$ cat src/design/ahc_pkg.sv
// Package for the automatic headlight controller.
// Holds the mode codes, register indexes and field widths shared by the design.
// No dependencies.
`default_nettype none

package ahc_pkg;

   localparam int unsigned POT_BITS   = 12;
   localparam int unsigned LIMIT_BITS = 13;
   localparam int unsigned SUM_BITS   = 16;
   localparam int unsigned TICK_BITS  = 8;
   localparam int unsigned CSR_BITS   = 3;

   localparam logic [TICK_BITS-1:0] TICK_MAX = '1;

   typedef enum logic [1:0] {
      MODE_FORCED_OFF = 2'd0,
      MODE_ON         = 2'd1,
      MODE_SENSED     = 2'd2,
      MODE_STOPPED    = 2'd3
   } mode_type;

   typedef enum logic [CSR_BITS-1:0] {
      REG_OFF_LIMIT    = 3'd0,
      REG_AUTO_LIMIT   = 3'd1,
      REG_DARK_LIMIT   = 3'd2,
      REG_BRIGHT_LIMIT = 3'd3,
      REG_ON_DELAY     = 3'd4,
      REG_OFF_DELAY    = 3'd5
   } csr_index_type;

endpackage

`default_nettype wire

$ cat src/design/auto_headlight_controller.sv
// Top level of the automatic headlight controller.
// Depends on ahc_pkg and ahc_cell (the moving window is a chain of ahc_cell stages).
//
//   channel | direction | word
//   req_    | in        | one 50 ms tick: light sample, mode pot, engine flag
//   rsp_    | out       | lamp drive, active mode, window sum
//   csr_    | in        | register write: index and data, always ready
//
// On each accepted tick the window shifts if the engine runs, and the sum and the
// lamp decision are formed from the chain tail and registered in the output stage.
// A tick can be accepted every cycle while the skid register is empty; the result
// and skid registers let req_ keep flowing while one result waits on rsp_.
// Synchronous reset clears the window, the running sum, the lamp and the dwell count
// and loads the register defaults.
`default_nettype none

module auto_headlight_controller #(
   parameter int unsigned WINDOW      = 10,
   parameter int unsigned SAMPLE_BITS = 12
) (
   input  wire logic        clock,
   input  wire logic        reset,
   // req_tdata: light_sample[11:0], mode_pot[23:12], engine_running[24], zero pad
   input  wire logic        req_tvalid,
   output      logic        req_tready,
   input  wire logic [31:0] req_tdata,
   // rsp_tdata: lamp_on[0], active_mode[2:1], light_sum[18:3], zero pad
   output      logic        rsp_tvalid,
   input  wire logic        rsp_tready,
   output      logic [23:0] rsp_tdata,
   input  wire logic        csr_valid,
   output      logic        csr_ready,
   input  wire logic [2:0]  csr_index,
   input  wire logic [31:0] csr_data
);

   localparam int unsigned SUM_BITS  = ahc_pkg::SUM_BITS;
   localparam int unsigned TICK_BITS = ahc_pkg::TICK_BITS;
   localparam int unsigned LIM_BITS  = ahc_pkg::LIMIT_BITS;

   // Input fields.
   logic [11:0]                 light_sample;
   logic [ahc_pkg::POT_BITS-1:0] mode_pot;
   logic                        engine_running;
   logic                        req_accept;

   assign light_sample   = req_tdata[11:0];
   assign mode_pot       = req_tdata[23:12];
   assign engine_running = req_tdata[24];
   assign req_accept     = req_tvalid && req_tready;

   // Configuration registers.
   logic [LIM_BITS-1:0]  off_limit_ff, auto_limit_ff;
   logic [SUM_BITS-1:0]  dark_limit_ff, bright_limit_ff;
   logic [TICK_BITS-1:0] on_delay_ff, off_delay_ff;
   logic                 csr_write;

   assign csr_ready = 1'b1;
   assign csr_write = csr_valid && csr_ready;

   always_ff @(posedge clock) begin
      if (reset) begin
         off_limit_ff    <= 13'd1352;
         auto_limit_ff   <= 13'd2703;
         dark_limit_ff   <= 16'd26618;
         bright_limit_ff <= 16'd24570;
         on_delay_ff     <= 8'd20;
         off_delay_ff    <= 8'd40;
      end else if (csr_write) begin
         unique case (csr_index)
            ahc_pkg::REG_OFF_LIMIT:    off_limit_ff    <= csr_data[LIM_BITS-1:0];
            ahc_pkg::REG_AUTO_LIMIT:   auto_limit_ff   <= csr_data[LIM_BITS-1:0];
            ahc_pkg::REG_DARK_LIMIT:   dark_limit_ff   <= csr_data[SUM_BITS-1:0];
            ahc_pkg::REG_BRIGHT_LIMIT: bright_limit_ff <= csr_data[SUM_BITS-1:0];
            ahc_pkg::REG_ON_DELAY:     on_delay_ff     <= csr_data[TICK_BITS-1:0];
            ahc_pkg::REG_OFF_DELAY:    off_delay_ff    <= csr_data[TICK_BITS-1:0];
            default: ;
         endcase
      end
   end

   // Sample window: a chain of cells, the oldest sample falls out of the tail.
   logic                   shift_en;
   logic [SAMPLE_BITS-1:0] tap [WINDOW+1];

   assign shift_en = req_accept && engine_running;
   assign tap[0]   = light_sample[SAMPLE_BITS-1:0];

   for (genvar i = 0; i < WINDOW; i++) begin : g_cell
      ahc_cell #(
         .SAMPLE_BITS (SAMPLE_BITS)
      ) u_cell (
         .clock      (clock),
         .reset      (reset),
         .shift_en   (shift_en),
         .sample_in  (tap[i]),
         .sample_out (tap[i+1])
      );
   end

   // Tick decision.
   logic [SUM_BITS-1:0]  sum_ff, sum_in;
   logic                 lamp_ff, lamp_in;
   logic [TICK_BITS-1:0] dwell_ff, dwell_in;
   logic [SUM_BITS-1:0]  sum_new;
   logic [TICK_BITS-1:0] dwell_inc;
   ahc_pkg::mode_type    mode;

   always_comb begin
      sum_new   = sum_ff - SUM_BITS'(tap[WINDOW]) + SUM_BITS'(tap[0]);
      dwell_inc = (dwell_ff == ahc_pkg::TICK_MAX) ? dwell_ff : dwell_ff + 1'b1;
      sum_in    = sum_ff;
      lamp_in   = lamp_ff;
      dwell_in  = dwell_ff;
      if (!engine_running) begin
         mode     = ahc_pkg::MODE_STOPPED;
         lamp_in  = 1'b0;
         dwell_in = '0;
      end else begin
         if (LIM_BITS'(mode_pot) < off_limit_ff) begin
            mode = ahc_pkg::MODE_FORCED_OFF;
         end else if (LIM_BITS'(mode_pot) < auto_limit_ff) begin
            mode = ahc_pkg::MODE_SENSED;
         end else begin
            mode = ahc_pkg::MODE_ON;
         end
         sum_in = sum_new;
         if (mode == ahc_pkg::MODE_ON) begin
            lamp_in  = 1'b1;
            dwell_in = '0;
         end else if (mode == ahc_pkg::MODE_FORCED_OFF) begin
            lamp_in  = 1'b0;
            dwell_in = '0;
         end else if (!lamp_ff && sum_new < dark_limit_ff) begin
            if (dwell_inc >= on_delay_ff) begin
               lamp_in  = 1'b1;
               dwell_in = '0;
            end else begin
               dwell_in = dwell_inc;
            end
         end else if (lamp_ff && sum_new > bright_limit_ff) begin
            if (dwell_inc >= off_delay_ff) begin
               lamp_in  = 1'b0;
               dwell_in = '0;
            end else begin
               dwell_in = dwell_inc;
            end
         end else begin
            dwell_in = '0;
         end
      end
   end

   always_ff @(posedge clock) begin
      if (reset) begin
         sum_ff   <= '0;
         lamp_ff  <= 1'b0;
         dwell_ff <= '0;
      end else if (req_accept) begin
         sum_ff   <= sum_in;
         lamp_ff  <= lamp_in;
         dwell_ff <= dwell_in;
      end
   end

   // Output stage: result register plus a skid register.
   logic [23:0] word_new;
   logic [23:0] out_word_ff, skid_word_ff;
   logic        out_valid_ff, out_valid_in;
   logic        skid_valid_ff, skid_valid_in;
   logic        rsp_accept;

   assign word_new   = {5'd0, sum_in, mode, lamp_in};
   assign rsp_accept = rsp_tvalid && rsp_tready;
   assign req_tready = !skid_valid_ff;

   always_comb begin
      out_valid_in  = out_valid_ff;
      skid_valid_in = skid_valid_ff;
      if (rsp_accept) begin
         out_valid_in  = skid_valid_ff || req_accept;
         skid_valid_in = 1'b0;
      end else if (req_accept) begin
         out_valid_in  = 1'b1;
         skid_valid_in = out_valid_ff;
      end
   end

   always_ff @(posedge clock) begin
      if (reset) begin
         out_valid_ff  <= 1'b0;
         skid_valid_ff <= 1'b0;
      end else begin
         out_valid_ff  <= out_valid_in;
         skid_valid_ff <= skid_valid_in;
      end
   end

   // The skid word is only loaded when the result register is held full.
   always_ff @(posedge clock) begin
      if (rsp_accept && skid_valid_ff) begin
         out_word_ff <= skid_word_ff;
      end else if (req_accept && (rsp_accept || !out_valid_ff)) begin
         out_word_ff <= word_new;
      end
      if (req_accept && out_valid_ff && !rsp_accept) begin
         skid_word_ff <= word_new;
      end
   end

   assign rsp_tvalid = out_valid_ff;
   assign rsp_tdata  = out_word_ff;

endmodule

`default_nettype wire

$ cat src/design/ahc_cell.sv
// One stage of the light sample window of the headlight controller.
// Holds one sample and hands it to the next stage whenever a sample is shifted in.
// No dependencies.
`default_nettype none

module ahc_cell #(
   parameter int unsigned SAMPLE_BITS = 12
) (
   input  wire logic                   clock,
   input  wire logic                   reset,
   input  wire logic                   shift_en,
   input  wire logic [SAMPLE_BITS-1:0] sample_in,
   output      logic [SAMPLE_BITS-1:0] sample_out
);

   logic [SAMPLE_BITS-1:0] sample_ff;
   logic [SAMPLE_BITS-1:0] sample_hold_in;

   always_comb begin
      sample_hold_in = shift_en ? sample_in : sample_ff;
   end

   always_ff @(posedge clock) begin
      if (reset) begin
         sample_ff <= '0;
      end else begin
         sample_ff <= sample_hold_in;
      end
   end

   assign sample_out = sample_ff;

endmodule

`default_nettype wire

$ cat config.mk
export PLATFORM = sky130hd
export DESIGN_NAME = auto_headlight_controller
export DESIGN_NICKNAME = d
export VERILOG_FILES = /design/src/design/ahc_pkg.sv /design/src/design/auto_headlight_controller.sv /design/src/design/ahc_cell.sv
export SDC_FILE = /design/constraint.sdc
export NUM_CORES = 1
export LEC_CHECK = 0
export ABC_AREA = 1
export BUFFER_PORTS_ARGS = -buffer_cell sky130_fd_sc_hd__clkbuf_2
export CORE_AREA = 5 5 150 152
export CTS_CLUSTER_DIAMETER = 100
export CTS_CLUSTER_SIZE = 16
export DETAILED_ROUTE_END_ITERATION = 8
export DIE_AREA = 0 0 155 157
export PLACE_DENSITY = 0.84
export SLEW_MARGIN = 20
export SYNTH_ARGS = -nofsm -noshare
export SYNTH_HDL_FRONTEND = slang
export SYNTH_SLANG_ARGS = --single-unit
$ cat constraint.sdc
create_clock -name clock -period 3.9 [get_ports clock]
set_clock_uncertainty 0.05 [all_clocks]
set_input_delay 0.39 -clock clock [delete_from_list [all_inputs] [get_ports clock]]
set_output_delay 0.39 -clock clock [all_outputs]
set_load 0.01 [all_outputs]
---- After elaboration in Yosys (flattened, before gate mapping) ----
Index checks and enable logic that the tools add are counted.
word-level totals
  memories kept ........................... 0
  latch bits .............................. 0
  RAM bits ................................ 0
  output and inout bits ................... 27
  bits of input ports ..................... 72
  word-level logic and storage cells ...... 89
  memory bits (read-only) ................. 0
  bits in registers ....................... 259
cells by class
  muxes and demuxes ....................... 24
  equality and inequality tests ........... 7
  bitwise gates (word level) .............. 0
  $add $sub $neg .......................... 3
  reductions and logical operators ........ 26
  divide/modulo/power cells ............... 0
  $lt $le $gt $ge ......................... 6
  shift operators ......................... 0
  $mul .................................... 0
operators by type and width
  cell                                                              count
  8-bit 2-to-1 mux                                                  8
  19-bit 2-to-1 mux                                                 2
  12-bit by 13-bit < comparator with 1-bit output                   2
  16-bit by 12-bit adder with 16-bit output                         1
  8-bit greater-or-equal comparator                                 2
  16-bit greater-than comparator                                    1
  16-bit < comparator                                               1
  16-bit 2-to-1 mux                                                 1
  16-bit by 12-bit subtractor with 16-bit output                    1
  2-bit AND reduction                                               6
  1-bit logical AND                                                 9
  1-bit 2-to-1 mux                                                  9
  8-bit by 1-bit adder with 8-bit output (second input constant)    1
  8-bit == test (second input constant)                             1
  2-bit 2-to-1 mux                                                  4
  3-bit by 2-bit == test with 1-bit output (second input constant)  2
  3-bit == test (second input constant)                             2
  1-bit logical NOT                                                 4
  2-bit nonzero test                                                2
  3-bit by 1-bit == test with 1-bit output (second input constant)  1
  3-bit logical NOT                                                 1
  2-bit by 1-bit == test with 1-bit output (second input constant)  1
  2-bit logical NOT                                                 1
  1-bit logical OR                                                  2
  2-bit OR reduction                                                1

---- Longest topological paths before layout ----
Gate-level depths: netlist of run 1.
  word-level depth ........................ 11
  mapped depth ............................ 28

---- Hierarchy ----
From an unflattened synthesis of run 1, not the netlist that was laid out.
second synthesis, totals
  cells, all modules ...................... 1825
  area, all modules ....................... 13275.2 µm²
by module, submodules not included
  module                     sequential area each (µm²)  instances  cells each  area an instance (µm²)
  auto_headlight_controller  3163.0                      1          1065        8308.0
  ahc_cell                   240.2                       10         76          496.7

---- Worst setup path after synthesis of run 1 ----
OpenSTA, ideal clock, no wires.
  path type ............................... input -> register
  from .................................... input port req_tdata[4]
  to ...................................... register out_word_ff[0] (netlist: rsp_tdata[0]), data pin
  library setup time ...................... 0.269 ns
  data required time ...................... 3.581 ns
  stages on the path ...................... 23
  path slack .............................. 0.360 ns
  arrival ................................. 3.221 ns
  cell sequence ........................... inv_1 fa_1 inv_1 ha_1 a21oi_2 nor2_1 nor2_1 nand2_2 nand2_1 nand2_1 xnor2_1 inv_2 ha_1 nand2_1 inv_1 o21ai_0 a21oi_1 nor2_1 nand3_1 nand3_1 nand2_1 nand2_1 o21ai_0
between the ends
  cells in the longest elaborated chain, start to end .. 10
RTL lines
  element                                      line                              RTL
  start, declared                              auto_headlight_controller.sv:26   input wire logic [31:0] req_tdata,
  16-bit by 12-bit adder with 16-bit output *  auto_headlight_controller.sv:110  sum_new = sum_ff - SUM_BITS'(tap[WINDOW]) + SUM_BITS'(tap[0]);
  16-bit greater-than comparator               auto_headlight_controller.sv:141  end else if (lamp_ff && sum_new > bright_limit_ff) begin
  1-bit logical AND                            auto_headlight_controller.sv:141
  1-bit 2-to-1 mux                             auto_headlight_controller.sv:141
  1-bit 2-to-1 mux *                           auto_headlight_controller.sv:134  end else if (!lamp_ff && sum_new < dark_limit_ff) begin
  1-bit 2-to-1 mux *                           auto_headlight_controller.sv:131  end else if (mode == ahc_pkg::MODE_FORCED_OFF) begin
  1-bit 2-to-1 mux *                           auto_headlight_controller.sv:128  if (mode == ahc_pkg::MODE_ON) begin
  1-bit 2-to-1 mux *                           auto_headlight_controller.sv:115  if (!engine_running) begin
  19-bit 2-to-1 mux *                          auto_headlight_controller.sv:203  end else if (req_accept && (rsp_accept || !out_valid_ff)) begin
  19-bit 2-to-1 mux *                          auto_headlight_controller.sv:201  if (rsp_accept && skid_valid_ff) begin
  end signal, assigned                         auto_headlight_controller.sv:202  out_word_ff <= skid_word_ff;
  end signal, assigned                         auto_headlight_controller.sv:204  out_word_ff <= word_new;
  end, declared                                auto_headlight_controller.sv:168  logic [23:0] out_word_ff, skid_word_ff;
Every way passes the cells marked *; elsewhere a longest branch is shown, timed or not. The select of a mux whose other input is x is not followed.
A chain may end at the register's enable or synchronous reset.

---- Final worst setup path of run 1 ----
  from .................................... register sum_ff[1]
  to ...................................... register dwell_ff[2]
between the ends
  cells in the longest elaborated chain, start to end .. 9
RTL lines
  element                                           line                              RTL
  start, declared                                   auto_headlight_controller.sv:102  logic [SUM_BITS-1:0] sum_ff, sum_in;
  start signal, assigned                            auto_headlight_controller.sv:160  sum_ff <= sum_in;
  16-bit by 12-bit subtractor with 16-bit output *  auto_headlight_controller.sv:110
  16-bit by 12-bit adder with 16-bit output *       auto_headlight_controller.sv:110
  16-bit greater-than comparator                    auto_headlight_controller.sv:141
  1-bit logical AND                                 auto_headlight_controller.sv:141
  8-bit 2-to-1 mux                                  auto_headlight_controller.sv:141
  8-bit 2-to-1 mux *                                auto_headlight_controller.sv:134
  8-bit 2-to-1 mux *                                auto_headlight_controller.sv:131
  8-bit 2-to-1 mux *                                auto_headlight_controller.sv:128
  8-bit 2-to-1 mux *                                auto_headlight_controller.sv:115
  end signal, assigned                              auto_headlight_controller.sv:162  dwell_ff <= dwell_in;
  end, declared                                     auto_headlight_controller.sv:104  logic [TICK_BITS-1:0] dwell_ff, dwell_in;
Every way passes the cells marked *; elsewhere a longest branch is shown, timed or not.

==> results of run 1 <==
-- worst min-delay path, delay by kind of cell --
kind,cells,cell delay (ns)
AOI/OAI and AO/OA,1,0.06
and+or+nand+nor,1,0.07
buffers and inverters,1,0.09
-- through the flow --
stage          hold WS [ns]  setup TNS, ns  instance area [um2]  cells
6_report             0.0886              0                13700   1908
5_1_grt               0.102        -0.0410                13700   1908
4_1_cts              0.0726              0                13600   1907
3_5_place_dp          0.403       -0.00812                13000   1881
3_3_place_gp          0.392              0                13000   1881
2_1_floorplan         0.379              0                12400   1577
-- sequential cells by signal, indices dropped and copies added (netlist names) --
| signal | cells |
|---|---|
| sum_ff | 16 |
| skid_valid_ff | 1 |
| lamp_ff | 1 |
| g_cell.u_cell.sample_out | 120 |
| dark_limit_ff | 16 |
| on_delay_ff | 8 |
| auto_limit_ff | 13 |
| rsp_tvalid | 1 |
| off_delay_ff | 8 |
| bright_limit_ff | 16 |
| dwell_ff | 8 |
| skid_word_ff | 19 |
| off_limit_ff | 13 |
| rsp_tdata | 19 |
-- worst max path at each step --
stage | startpoint | endpoint | cells after the start
after floorplan | req_tdata[4] | rsp_tdata[0]$_DFFE_PP_ | 23
after global placement | req_tdata[1] | rsp_tdata[0]$_DFFE_PP_ | 25
after detailed placement | req_tdata[1] | rsp_tdata[0]$_DFFE_PP_ | 24
after CTS | sum_ff[1]$_SDFFE_PP0P_ | rsp_tdata[0]$_DFFE_PP_ | 23
after global routing | sum_ff[1]$_SDFFE_PP0P_ | dwell_ff[1]$_SDFFE_PP0P_ | 26
final | sum_ff[1]$_SDFFE_PP0P_ | dwell_ff[2]$_SDFFE_PP0P_ | 24
-- what timing repair did --
item,in CTS,in global routing
buffers inserted,0,1
endpoints found under the setup margin,0,11
gates resized for setup,0,23
hold endpoints to repair,0,0
-- logic make-up after synthesis --
logic type                 count (synthesis)
DFF                                      259
AOI/OAI and AO/OA                        382
muxes                                      1
xor gates and xnor gates                  17
and+or+nand+nor                          541
adders and majority gates                 98
other                                      2
buffers and inverters                    273
-- final cells by class --
class,instances,area (um2),area share
tap,275,344,0.0252
multi-input combinational,1045,5830,0.426
clock inverter,2,32.5,0.00238
clock buffer,24,515,0.0377
inverter,198,748,0.0547
sequential,259,5570,0.407
timing repair buffer,105,641,0.0468
-- cells in the mapped netlist (all sizes together), types with 3 or more instances --
library cell,number
a21o,3
a21oi,121
a31oi,3
buf,27
clkbuf,48
dfxtp,221
edfxtp,38
fa,12
ha,86
inv,196
nand2,210
nand3,34
nand4,8
nor2,282
nor3,4
o211ai,26
o21a,5
o21ai,220
xnor2,6
xor2,11
-- cell usage in the layout (no fill, tap or decap), types with 5 or more instances in the layout --
master	synthesis	layout
a21oi_1	120	113
a21oi_2	1	8
buf_4	6	34
clkbuf_16	0	20
clkbuf_2	0	69
conb_1	2	6
dfxtp_1	221	221
edfxtp_1	38	38
fa_1	12	11
ha_1	86	84
inv_1	192	191
nand2_1	204	200
nand2_2	6	10
nand3_1	32	32
nand4_1	8	8
nor2_1	279	275
nor2_2	1	5
o211ai_1	26	26
o21ai_0	209	206
o21ai_2	10	10
xnor2_1	6	5
xor2_1	8	7
-- report_power, final --
group	internal (mW)	switching [mW]
logic	0.766	1.18
registers	2.92	0.0681
clock network	0.940	0.908
total	4.63	2.16
-- layer usage --
layer	up-vias	GRT usage	wire length, um
met5	-	0	0
li1	5182	-	-
met2	240	0.363	12600
met1	4666	0.287	11900
met4	0	0.0648	823
met3	54	0.0239	1380
==> results by group, run 1 <==
Outcome
  – Result of the run: completed

Synthesis
  – Fraction of registers with async set/reset: 0
  – Yosys top cell area share: 0.358
  – Synthesized cell area: 0.0124 mm2
  – #FFs+latches synth: 259
  – Top cells by area, synth: dfxtp_1, edfxtp_1, ha_1, nor2_1, o21ai_0
  – Synth warnings: 0
  – Number of flops mapped to enable cells by yosys: 38
  – Post-synthesis xor/xnor area fraction: 0.0139
  – Mux contribution to synthesized area: 0.00122
  – Adder-Cell Fraction of Synth Area: 0.107
  – Simple-gate share of the synthesized area: 0.175
  – Syn_area_per_cell: 7.85 um2
  – Cell taking the most area after synthesis: dfxtp_1
  – Mapped Cells: 1573
  – Synth unique cells: 41
  – Largest family of logic cells by synthesized area: simple AND/OR/NAND/NOR gates
  – Register area share after synthesis: 0.451
  – Predominant post-synthesis flop cell: dfxtp_1
  – Synth Area in Compound Gates: 0.166

Route
  – Routed WL: 26.7 mm
  – Vias/cell: 5.32
  – Detailed Routing Iterations Pass 1: 7
  – Drt drc: 0
  – 1st-iter DRT viols: 696
  – Total via count in the routed design: 10.1k
  – Routed Antenna Nets: 0
  – Drt wl/cell: 14.0 um

Die
  – IO Count: 99
  – Die width: 155 um
  – Die ar.: 0.0243 mm2
  – Initial core utilization: 0.591
  – Std-Cell Rows: 53
  – Die Height: 157 um
  – Core outline area: 0.0209 mm2

Clock tree
  – Root Driver: clkbuf_16
  – Clock Sinks: 259
  – Worst-path clk slew: 0.07 ns
  – CTS H-Tree Depth: 1
  – Num CTS Buffers: 20
  – Post-cts hold buffer count: 0
  – Clk_lat worst skew: 0.51 ns
  – CTS tree: built
  – Bufs on Longest Clock Path: 3

Flow run
  – Maxcap violations: 0

Worst hold path
  – Hold path endpoint: skid_valid_ff$_SDFFE_PP0P_
  – Worst hold start: req_tvalid
  – Hold Path Depth: 3
  – Hold crit path type: in2reg

Worst setup path
  – Critical path buffer and inverter count: 3
  – Critical path's top delay family: simple AND/OR/NAND/NOR gates
  – Max stage delay on crit path: 0.49 ns
  – Worst r2r path cells: 24
  – Req. time, crit path: 4.30 ns
  – Critical R2R Launch: sum_ff[1]$_SDFFE_PP0P_
  – Reg2reg setup slack: 0.26 ns
  – CP dominant cell by count: nand2_1
  – CP Launch Type: flop
  – RR Endpoint: dwell_ff[2]$_SDFFE_PP0P_
  – Slowest cell on crit path: fa_1
  – Crit-path cells: inv_1, fa_1, fa_2, nand3b_1, nand2_1, nand2_1, nand2_2, nand2_1, nand2_2, nand2_1, nand3_1, nand2_2, ha_1, nand2_1, nor2_2, nand4_1, inv_1, nand2_1, nand2_1, nand2_1, o21ai_2, buf_4, nand3_1, a21oi_2
  – Critical path class: reg2reg
  – Worst-path fanout max: 8
  – CP arrival: 4.03 ns
  – Critical Path Sink Type: flop

Power
  – Power, Total: 6.78 mW
  – Peak VDD IR: 0.313 mV
  – Pwr/cell area: 496 mW/mm2
  – Leak Pwr: 6.63 nW

Placed design
  – DP HPWL: 18.4 mm
  – DP Worst Slack: -0.00812 ns
  – RD Place Congestion: 0.870
  – I/O Buffers: 69

Timing
  – Final min period: 3.64 ns
  – Fmax: 275 MHz
  – Final Hold Fails: 0
  – Final setup violation count: 0
  – Max-Slew Margin vs Limit: 0.427
  – Max-slew violations: 0
  – Slack of the critical path: 0.262 ns
  – Worst-Margin Slew: 0.856 ns
  – Final cycle utilization of the critical path: 0.933

Final layout
  – Utilization after layout: 0.655
  – Nets: 1799
  – Layout cells sized above 1: 0.112
  – Synthesis-to-finish area growth: 10.7%
  – Diode count: 0
  – # fillers: 1665

GRT
  – Largest net degree at the start of global routing: 140
  – Vias in the first global route: 9300
  – First-pass GRT wire length: 43.8 mm
  – GRT overflow: 0
  – Total Routing Usage GR: 0.213
  – Initial antenna violation count: 0
Power figures use the tool's default switching activity.
==> inputs of run 2 (changes only) <==
- ABC_AREA: 1 -> default
- CORE_AREA: 5 5 150 152 -> 5 5 151 153
- DIE_AREA: 0 0 155 157 -> 0 0 156 158
==> run 2 against run 1 <==
Effect of this change: the flow now finishes with violations (negative setup slack); synthesized cell count down 4.7%; critical path type unchanged; global-route usage up 0.95 points; area after synthesis up 0.99%; worst setup slack worse by 0.64 ns; via count up 1.4%; die area up 1.3%; flip-flop and latch count unchanged; sequential power down 4%; wire length up 5.6%; register-to-register slack worse by 0.64 ns; critical endpoint unchanged; clock power about the same; combinational power about the same.
==> results by group, run 2 <==
Die
  – Die width: 156 um (was 155 um)
  – Die ar.: 0.0246 mm2 (was 0.0243 mm2)
  – Std-Cell Rows: 54 (was 53)
  – Core outline area: 0.0214 mm2 (was 0.0209 mm2)
  – IO Count: 99 (unchanged)
  – Initial core utilization: 0.582 (was 0.591)
  – Die Height: 158 um (was 157 um)

Placed design
  – DP Worst Slack: -0.742 ns (was -0.00812 ns)
  – DP HPWL: 19.1 mm (was 18.4 mm)
  – Cell Area, Placed: 0.0135 mm2 (was 0.0130 mm2)
  – RD Place Congestion: 0.873 (was 0.870)
  – I/O Buffers: 69 (unchanged)

Timing
  – Final Hold Fails: 0 (unchanged)
  – RSZ-0062 raised after global routing: true
  – Max-Slew Margin vs Limit: 0.306 (was 0.427)
  – Final min period: 4.28 ns (was 3.64 ns)
  – Worst-Margin Slew: 1.04 ns (was 0.856 ns)
  – Slack of the critical path: -0.377 ns (was 0.262 ns)
  – Final cycle utilization of the critical path: 1.10 (was 0.933)
  – Setup_tns: -3.44 ns (was 0 ns)
  – Max-slew violations: 0 (unchanged)
  – Fmax: 234 MHz (was 275 MHz)
  – Final setup violation count: 11 (was 0)

Final layout
  – Synthesis-to-finish area growth: 15.5% (was 10.7%)
  – Max FFs per register: 120 (unchanged)
  – Nets: 1769 (was 1799)
  – # fillers: 1671 (was 1665)
  – Most frequent cells in the layout: nand2_1, dfxtp_1, a21oi_1, inv_1, ha_1 (was nor2_1, dfxtp_1, o21ai_0, nand2_1, inv_1)
  – Post-route cell area: 0.0144 mm2 (was 0.0137 mm2)
  – Commonest non-fill, non-tap cell in the layout: nand2_1 (was nor2_1)
  – Layout cells sized above 1: 0.165 (was 0.112)
  – Diode count: 0 (unchanged)

Clock tree
  – Clk_lat worst skew: 0.50 ns (was 0.51 ns)
  – CTS H-Tree Depth: 1 (unchanged)
  – CTS tree: built (unchanged)
  – Bufs on Longest Clock Path: 3 (unchanged)
  – Num CTS Buffers: 20 (unchanged)
  – Clock Sinks: 259 (unchanged)
  – Worst-path clk slew: 0.07 ns (about the same)
  – Post-cts hold buffer count: 0 (unchanged)
  – Root Driver: clkbuf_16 (unchanged)

Worst hold path
  – Hold crit path type: in2reg (unchanged)

Synthesis
  – Top-count cell post-synth: nand2_1 (was nor2_1)
  – Synthesized cell area: 0.0125 mm2 (was 0.0124 mm2)
  – Fraction of registers with async set/reset: 0 (unchanged)
  – Top cells by area, synth: dfxtp_1, nand2_1, edfxtp_1, ha_1, a21oi_1 (was dfxtp_1, edfxtp_1, ha_1, nor2_1, o21ai_0)
  – Cell taking the most area after synthesis: dfxtp_1 (unchanged)
  – Number of flops mapped to enable cells by yosys: 38 (unchanged)
  – Synth unique cells: 69 (was 41)
  – Yosys top cell area share: 0.355 (was 0.358)
  – Synth warnings: 0 (unchanged)
  – Syn_area_per_cell: 8.32 um2 (was 7.85 um2)
  – #FFs+latches synth: 259 (unchanged)
  – Mapped Cells: 1499 (was 1573)
  – Register area share after synthesis: 0.446 (was 0.451)
  – Commonest cells in the netlist: nand2_1, dfxtp_1, a21oi_1 (was nor2_1, dfxtp_1, o21ai_0)
  – Predominant post-synthesis flop cell: dfxtp_1 (unchanged)

Route
  – Vias/cell: 5.46 (was 5.32)
  – Drt wl/cell: 15.0 um (was 14.0 um)
  – Detailed Routing Iterations Pass 1: 8 (was 7)
  – Routed WL: 28.2 mm (was 26.7 mm)
  – 1st-iter DRT viols: 683 (was 696)
  – Routed Antenna Nets: 0 (unchanged)
  – Drt drc: 0 (unchanged)
  – Total via count in the routed design: 10.3k (was 10.1k)

Worst setup path
  – Critical path class: reg2reg (unchanged)
  – CP Launch Type: flop (unchanged)
  – CP arrival: 4.62 ns (was 4.03 ns)
  – Req. time, crit path: 4.25 ns (was 4.30 ns)
  – Critical Path Sink Type: flop (unchanged)
  – Worst-path fanout max: 5 (was 8)

Outcome
  – Result of the run: finished, violations left (was completed)
  – Failing checks: negative setup slack

GRT
  – GRT overflow: 0 (unchanged)
  – Total Routing Usage GR: 0.222 (was 0.213)
  – First-pass GRT wire length: 45.8 mm (was 43.8 mm)
  – Largest net degree at the start of global routing: 142 (was 140)
  – Initial antenna violation count: 0 (unchanged)
  – Vias in the first global route: 9694 (was 9300)

Power
  – Peak VDD IR: 0.454 mV (was 0.313 mV)
  – Leak Pwr: 6.00 nW (was 6.63 nW)
  – NetSw: 2.02 mW (was 2.16 mW)
  – Clk pwr share: 0.280 (was 0.272)
  – Pwr/cell area: 466 mW/mm2 (was 496 mW/mm2)
  – Combinational share of power: 0.292 (was 0.287)
  – Internal power: 4.70 mW (was 4.63 mW)
  – Switching Share: 0.300 (was 0.318)
  – Sequential power share: 0.428 (was 0.440)

Flow run
  – Maxcap violations: 0 (unchanged)
run 2: through the flow:
step                hold slack, ns  power, mW  instances  utilization
detailed placement           0.392       4.62       1844        0.630
global route                0.0668       7.06       1883        0.673
finish                      0.0612       6.72       1883        0.673
floorplan                    0.382       3.96       1503            -
CTS                         0.0479       6.65       1881        0.666
global placement             0.385       4.56       1844        0.630
run 2: layer usage:
metal / up-vias / track usage / wire [um]
li1: 5175 / - / -
met1: 4806 / 0.302 / 12400
met2: 256 / 0.380 / 13600
met3: 43 / 0.0284 / 1610
met4: 0 / 0.0550 / 544
met5: - / 0 / 0
run 2: timing repair:
item	in CTS	in global routing
cloned	0	0
buffers inserted	11	2
pin swaps	25	21
resized for setup	31	24
setup endpoints to repair	11	12
hold endpoints to repair	0	0
run 2: cells by family after synthesis:
kind of cell             share of synthesized area
AND/OR/NAND/NOR                              0.197
other                                     0.000602
XOR/XNOR                                   0.00913
multiplexers                                0.0249
buffers and inverters                       0.0660
adder cells (fa/ha/maj)                      0.106
flip-flops                                   0.446
AO/OA/AOI/OAI                                0.151
run 2: worst paths after layout:
| path | from | endpoint | slack (ns) | depth (start not counted) |
|---|---|---|---|---|
| worst max-delay path | sum_ff[1]$_SDFFE_PP0P_ | dwell_ff[2]$_SDFFE_PP0P_ | -0.38 | 17 |
| worst min-delay path | rsp_tready | skid_valid_ff$_SDFFE_PP0P_ | 0.06 | 2 |
| worst max register to register | sum_ff[1]$_SDFFE_PP0P_ | dwell_ff[2]$_SDFFE_PP0P_ | -0.38 | 17 |
| worst min register to register | g_cell[6].u_cell.sample_out[4]$_SDFFE_PP0P_ | g_cell[7].u_cell.sample_out[4]$_SDFFE_PP0P_ | 0.39 | 2 |
run 2: power groups by stage:
stage	sequential (mW)	clock, mW	combinational (mW)
finish	2.88	1.88	1.96
global route	2.89	2.02	2.15
CTS	2.88	1.92	1.86
detailed placement	2.94	0	1.69
global placement	2.93	0	1.63
floorplan	2.95	0	1.01
run 2: area by class of cell:
| type | count | area, um2 | area share |
|---|---|---|---|
| Tap cell | 280 | 350 | 0.0243 |
| Clock buffer | 25 | 541 | 0.0375 |
| Multi-Input combinational cell | 1036 | 6430 | 0.446 |
| Timing Repair Buffer | 152 | 1010 | 0.0699 |
| Clock inverter | 1 | 16.3 | 0.00113 |
| Inverter | 130 | 495 | 0.0344 |
| Sequential cell | 259 | 5580 | 0.387 |
run 2: critical path, cell delays in order (launching register included):
cell and delay [ns]:
dfxtp_4 0.37, inv_2 0.05, fa_2 0.60, fa_2 0.25, nor2b_4 0.05, o31a_1 0.27
o31a_4 0.29, buf_6 0.14, a31oi_4 0.21, xor2_2 0.20, inv_2 0.09, ha_4 0.27
nand4_1 0.09, or4_4 0.52, nand3_4 0.11, nor3_2 0.06, or2_4 0.30, a32o_1 0.25
==> inputs of run 3 (changes only) <==
- CORE_AREA: 5 5 151 153 -> 5 5 195 197
- DIE_AREA: 0 0 156 158 -> 0 0 200 202
- PLACE_DENSITY: 0.84 -> 0.56
==> run 3 against run 2 <==
Effect of this change: the run still ends with negative setup slack left; final area up 2.7%; global-route usage is 8.1 points lower; non-clock buffer count grew 6; critical path type unchanged; critical path depth fell by 1; count of clock-buffer cells in the layout grew 1.
==> results by group, run 3 (synthesized netlist as in run 2, its figures left out) <==
Outcome
  – Result of the run: finished, violations left (unchanged)
  – Failing checks: negative setup slack (unchanged)

Die
  – Std-Cell Rows: 70 (was 54)
  – Core outline area: 0.0361 mm2 (was 0.0214 mm2)
  – Die width: 200 um (was 156 um)
  – Die ar.: 0.0404 mm2 (was 0.0246 mm2)
  – Initial core utilization: 0.346 (was 0.582)
  – Die Height: 202 um (was 158 um)
  – IO Count: 99 (unchanged)

Timing
  – Hold WS: 0.0660 ns (was 0.0612 ns)
  – Slack of the critical path: -0.267 ns (was -0.377 ns)
  – Final Hold Fails: 0 (unchanged)
  – Fmax: 240 MHz (was 234 MHz)
  – Final cycle utilization of the critical path: 1.07 (was 1.10)
  – RSZ-0062 raised after global routing: true (unchanged)
  – Max-slew violations: 0 (unchanged)
  – Final min period: 4.17 ns (was 4.28 ns)
  – Setup_tns: -2.12 ns (was -3.44 ns)
  – Worst-Margin Slew: 1.02 ns (was 1.04 ns)
  – Final setup violation count: 12 (was 11)
  – Max-Slew Margin vs Limit: 0.319 (was 0.306)

Final layout
  – Nets: 1775 (was 1769)
  – Synthesis-to-finish area growth: 18.7% (was 15.5%)
  – Layout cells sized above 1: 0.176 (was 0.165)
  – Post-route cell area: 0.0148 mm2 (was 0.0144 mm2)
  – Commonest non-fill, non-tap cell in the layout: nand2_1 (unchanged)
  – Most frequent cells in the layout: nand2_1, dfxtp_1, a21oi_1, inv_1, buf_4 (was nand2_1, dfxtp_1, a21oi_1, inv_1, ha_1)
  – Fin cells: 2079 (was 1883)
  – Diode count: 0 (unchanged)
  – Max FFs per register: 120 (unchanged)
  – # fillers: 3687 (was 1671)

Placed design
  – Cell Area, Placed: 0.0138 mm2 (was 0.0135 mm2)
  – DP HPWL: 20.3 mm (was 19.1 mm)
  – DP Worst Slack: -0.797 ns (was -0.742 ns)
  – Post-Place Cells: 2035 (was 1844)
  – I/O Buffers: 69 (unchanged)
  – RD Place Congestion: 0.808 (was 0.873)

Power
  – Leak Pwr: 6.04 nW (was 6.00 nW)
  – Peak VDD IR: 0.272 mV (was 0.454 mV)
  – Pwr/cell area: 470 mW/mm2 (was 466 mW/mm2)

Route
  – Detailed Routing Iterations Pass 1: 5 (was 8)
  – Routed Antenna Nets: 0 (unchanged)
  – 1st-iter DRT viols: 542 (was 683)
  – Total via count in the routed design: 10.0k (was 10.3k)
  – Vias/cell: 4.82 (was 5.46)
  – Drt drc: 0 (unchanged)
  – Drt wl/cell: 14.2 um (was 15.0 um)
  – Routed WL: 29.6 mm (was 28.2 mm)

GRT
  – Initial antenna violation count: 0 (unchanged)
  – Vias in the first global route: 9355 (was 9694)
  – First-pass GRT wire length: 47.7 mm (was 45.8 mm)
  – Largest net degree at the start of global routing: 137 (was 142)
  – Total Routing Usage GR: 0.141 (was 0.222)
  – GRT overflow: 0 (unchanged)

Worst setup path
  – Worst-path fanout max: 3 (was 5)
  – Critical path class: reg2reg (unchanged)
  – Critical Path Sink Type: flop (unchanged)
  – CP arrival: 4.45 ns (was 4.62 ns)
  – Req. time, crit path: 4.18 ns (was 4.25 ns)
  – CP Launch Type: flop (unchanged)

Clock tree
  – Bufs on Longest Clock Path: 3 (unchanged)
  – Clk_lat worst skew: 0.52 ns (was 0.50 ns)
  – Num CTS Buffers: 20 (unchanged)
  – Clock Sinks: 259 (unchanged)
  – Post-cts hold buffer count: 0 (unchanged)
  – CTS tree: built (unchanged)
  – CTS H-Tree Depth: 1 (unchanged)
  – Worst-path clk slew: 0.07 ns (about the same)
  – Root Driver: clkbuf_16 (unchanged)

Worst hold path
  – Hold crit path type: in2reg (unchanged)

Flow run
  – Maxcap violations: 0 (unchanged)
run 3: changes by cell type in the layout (fill, tap and decap cells not counted), moves of 2 or more:
cell	change
inv_1	-2
buf_4	+6
ha_4	+6
nand3_2	+3
a21oi_1	-3
inv_2	+2
ha_1	-6
a21oi_2	+3
nand3_1	-2
run 3: final timing paths:
path / startpoint / end / slack (ns) / cells after the start
worst max register to register: sum_ff[1]$_SDFFE_PP0P_ / rsp_tdata[0]$_DFFE_PP_ / -0.27 / 16
worst min-delay path: rsp_tready / skid_valid_ff$_SDFFE_PP0P_ / 0.07 / 2
worst max-delay path: sum_ff[1]$_SDFFE_PP0P_ / rsp_tdata[0]$_DFFE_PP_ / -0.27 / 16
worst min register to register: g_cell[8].u_cell.sample_out[2]$_SDFFE_PP0P_ / g_cell[9].u_cell.sample_out[2]$_SDFFE_PP0P_ / 0.39 / 2
run 3: worst max-delay path, cell delays in order (launching register included):
cell     delay, ns
dfxtp_2       0.35
inv_2         0.05
fa_2          0.57
fa_2          0.24
nor2b_4       0.05
o31a_1        0.27
o31a_4        0.29
o21a_1        0.18
or3_4         0.33
and2_4        0.18
ha_4          0.26
nand4_1       0.11
or4_1         0.43
nand3_2       0.12
nor3b_2       0.05
o21a_2        0.23
o32ai_2       0.24
run 3: metrics by stage:
stage,power (mW),util
2_1_floorplan,3.96,-
6_report,6.96,0.410
4_1_cts,6.86,0.404
3_3_place_gp,4.61,0.381
5_1_grt,7.35,0.410
3_5_place_dp,4.64,0.381
run 3: routing by layer:
metal,global-route usage,share of wire,vias to the layer above,wire [um]
li1,-,-,5176,-
met1,0.206,0.49,4695,14500
met2,0.224,0.45,117,13400
met3,0.0198,0.040,39,1180
met4,0.0286,0.016,0,486
met5,0,0,-,0
run 3: layout make-up:
type,instances,area (um2),share of cell area
Inverter,130,495,0.0335
Tap cell,468,586,0.0395
Multi-Input combinational cell,1036,6510,0.439
Clock buffer,26,554,0.0374
Sequential cell,259,5570,0.376
Clock inverter,2,38.8,0.00262
Timing Repair Buffer,158,1050,0.0711
run 3: power by group:
part / leakage (nW) / internal, mW / switching, mW
sequential: 2.15 / 2.83 / 0.0463
combinational: 3.60 / 0.972 / 1.09
clock: 0.289 / 1.06 / 0.953
total: 6.04 / 4.87 / 2.09
run 3: what timing repair did:
| item | 4_1_cts | 5_1_grt |
|---|---|---|
| setup buffers | 11 | 5 |
| pin swaps | 36 | 27 |
| setup endpoints to repair | 11 | 12 |
| gates resized for setup | 33 | 30 |
